--- src/rtl/core/chru_ram.sv ---
// ----------------------------------------------------------------------------
// chru_ram
// generic single-port ram, synchronous write, registered read
// ----------------------------------------------------------------------------
module chru_ram #(
    parameter int WIDTH = 8,
    parameter int DEPTH = 16
) (
    input  logic                     clk,
    input  logic                     wr_en,
    input  logic [$clog2(DEPTH)-1:0] addr,
    input  logic [WIDTH-1:0]         wr_data,
    output logic [WIDTH-1:0]         rd_data
);

    logic [WIDTH-1:0] mem [DEPTH];
    logic [WIDTH-1:0] rd_data_reg;

    always_ff @(posedge clk)
    begin
        if (wr_en)
        begin
            mem[addr] <= wr_data;
        end
        rd_data_reg <= mem[addr];
    end

    assign rd_data = rd_data_reg;

endmodule
--- config.mk ---
export PLATFORM = sky130hd
export DESIGN_NAME = chru_ram
export DESIGN_NICKNAME = d
export VERILOG_FILES = /design/src/rtl/core/chru_ram.sv
export SDC_FILE = /design/constraint.sdc
export NUM_CORES = 1
export LEC_CHECK = 0
export BUFFER_PORTS_ARGS = -buffer_cell sky130_fd_sc_hd__buf_2
export CAP_MARGIN = 20
export CELL_PAD_IN_SITES_DETAIL_PLACEMENT = 1
export CELL_PAD_IN_SITES_GLOBAL_PLACEMENT = 2
export CORE_MARGIN = 1
export CORE_UTILIZATION = 52
export CTS_CLUSTER_DIAMETER = 80
export CTS_CLUSTER_SIZE = 40
export DETAILED_ROUTE_END_ITERATION = 6
export PLACE_DENSITY_LB_ADDON = 0.1
export SYNTH_ARGS = -nofsm -noshare
export SYNTH_HDL_FRONTEND = slang
export SYNTH_SLANG_ARGS = --single-unit
--- constraint.sdc ---
create_clock -name clk -period 2.7 [get_ports clk]
set_input_delay 0.27 -clock clk [delete_from_list [all_inputs] [get_ports clk]]
set_output_delay 0.27 -clock clk [all_outputs]
set_load 0.05 [all_outputs]
==> metrics.md <==
| Metric | Value |
|---|---|
| Status | finished, final reports clean |
| Setup Buffers After CTS | 0 |
| Fin. max-slew vios | 0 |
| PortBufs | 21 |
| Post-Route Setup TNS | 0 ps |
| Die X | 101 um |
| Least-Margin Pin Slew | 620 ps |
| Dominant cell type by area after synthesis | edfxtp_1 |
| CTS buffer count | 17 |
| Max cap viols | 0 |
| Fin crit share | 61.3% |
| Core ar. | 0.00933 mm2 |
| Vias in the first global route | 2661 |
| Crit. End Element | flop |
| End of the worst register-to-register path | rd_data[7]$_DFF_P_ |
| Max Buffers Root-to-Sink | 2 |
| Clock-pin slew on the worst setup and hold paths | 60 ps |
| Yosys warning count | 0 |
| Synth top area share | 75.9% |
| # resized after CTS | 0 |
| Fin Clk Skew | 5.66 ps |
| CP Launch Point | addr[0] |
| CP arrival | 2040 ps |
| # H-tree levels | 4 |
| Worst endpoint required time | between 3000 and 4000 ps |
| Via density | 5.74 |
| Total GRT Usage | 22.5% |
| Crit path max-delay cell type | mux4_2 |
| Final Hold Slack | 158 ps |
| #FFs+latches synth | 136 |
| Initial antenna violation count | 0 |
| VDD IR max | 0.000533 V |
| Max_slew headroom | 58.6% |
| Initial DRC count | approximately 130 |
| CTS sink count | roughly 140 |
| FMAX | 604 MHz |
| Vias | 2428 |
| # DRC | 0 |
| Tmin final | 1660 ps |
| Most frequent cell after synthesis | edfxtp_1 |
| Largest net degree at the start of global routing | 20 |
| R2R depth | 3 |
| Unique masters post-synth | 18 |
| Critical Path Source Type | input pin |
| Pleak | 2.00 nW |
| Hold Path Stages | 1 |
| Die height | 101 um |
| Synth top area cells | edfxtp_1, mux4_2, dfxtp_1, a22oi_1, nor2_1 |
| RSZ-0062 raised after global routing | false |
| Site row count | 35 |
| Synth Net Count | 244 |
| Drt pass-1 iters | 5 |
| Final hold vios | 0 |
| N_diodes | 0 |
| Clock root buffer master | clkbuf_8 |
| Synthesized area per cell | 22.0 um2 |
| EDFF count, synth | 128 |
| CP max stage delay | 540 ps |
| Nets | 295 |
| WL per Instance | 24.1 um |
| Sequential share of the synthesized area | 79.0% |
| Detailed placement HPWL | 6.42 mm |
| First-pass GRT wire length | 15.5 mm |
| Reg-to-reg startpoint | mem[1][7]$_DFFE_PP_ |
| Ratio of cells with drive above 1 in the final layout | a little over a third |
| Reg2Reg Setup Slack | approximately 1300 ps |
| Endpoints failing setup | 0 |
| Post-DRT Antenna Nets | 0 |
| Worst Hold End | mem[4][2]$_DFFE_PP_ |
| Initial Util | 54.3% |
| Hold_buf cts | 0 |
| Die area | 0.0101 mm2 |
| Power per cell area | 802 mW/mm2 |
| Setup CP Type | in -> reg |
| Crit path cell chain | buf_2, buf_4, mux4_2, a22oi_1, nand2_1 |
| Worst skew pair latency | 500 ps |
| Critical-path maximum fanout | 19 |
| Mapped Cells | 230 |
| Fillers | 782 |
| GRT Residual Overflow | 0 |
| Hold path startpoint | wr_data[2] |
| Async S/R FF share, synth | 0% |
| Area Growth Syn to Fin | 18.4% |
| Most common flop cell mapped by yosys | edfxtp_1 |
| CTS tree | built |
| Worst hold path type | in -> reg |
| GP Congestion | 0.715 |
| Synthesized area | 0.00507 mm2 |
| I/O Pins | 22 |
| Largest register FFs | 128 |
| Commonest cells in the netlist | edfxtp_1, mux4_2, a22oi_1 |
| Routed wire length | 10.2 mm |
[area by class of cell]
| class | instances | area, um2 | share of cell area (%) |
|---|---|---|---|
| multi-input combinational | 83 | 1000 | 16.7 |
| timing repair buffer | 43 | 270 | 4.50 |
| clock inverter | 12 | 128 | 2.13 |
| clock buffer | 20 | 435 | 7.25 |
| tap | 129 | 161 | 2.69 |
| sequential | 136 | 4000 | 66.7 |
[how the worst max path moves through the flow]
stage | to | slack [ps] | cells after the start
6_report | rd_data[1]$_DFF_P_ | 1040 | 5
3_5_place_dp | rd_data[0]$_DFF_P_ | 500 | 5
3_3_place_gp | rd_data[0]$_DFF_P_ | 500 | 5
4_1_cts | rd_data[0]$_DFF_P_ | 1030 | 5
2_1_floorplan | mem[0][0]$_DFFE_PP_ | 940 | 2
5_1_grt | rd_data[0]$_DFF_P_ | 910 | 5
[logic make-up after synthesis]
| group | count (synthesis) | share of synthesized area [%] |
|---|---|---|
| mux | 32 | 14.2 |
| simple gates | 35 | 3.21 |
| flops | 136 | 79.0 |
| compound gates | 16 | 2.37 |
| buf+inv | 11 | 1.19 |
[per-stage QoR]
stage | worst slack (ps) | total power [W] | util, % | std cells | area (um2)
final | 1040 | 0.00481 | 64.3 | 423 | 6000
after global placement | 500 | 0.00268 | 58.3 | 391 | 5440
after detailed placement | 503 | 0.00269 | 58.3 | 391 | 5440
after CTS | 1030 | 0.00484 | 64.3 | 423 | 6000
after global routing | 907 | 0.00493 | 64.3 | 423 | 6000
after floorplan | 937 | 0.00259 | - | 230 | 5070
[critical path, delay by kind of cell]
family	cells	cell delay, ps
AO/OA/AOI/OAI	1	310
AND/OR/NAND/NOR	1	90
multiplexers	1	540
buffers and inverters	2	820
[power breakdown]
part           switching (W)  total [W]  internal, W
Combinational       0.000175   0.000269    0.0000938
Clock               0.000836    0.00217      0.00133
Sequential         0.0000144    0.00238      0.00236
Total                0.00103    0.00481      0.00379
[cell usage in the layout, fill, tap and decap left out, types with 3 or more instances in the layout]
master	n
nor2_1	13
clkbuf_16	16
clkinv_4	3
edfxtp_1	128
nor3_1	4
a22oi_1	16
nand2_1	9
buf_2	21
dfxtp_1	8
mux4_2	32
buf_4	22
[layer usage]
metal,up-vias,GRT usage (%),routed length [um]
li1,1068,-,-
met1,1286,30.7,4530
met2,60,36.3,5190
met3,14,4.44,311
met4,0,9.25,177
met5,-,0,0
No activity file was read; power rests on OpenSTA's default activity.
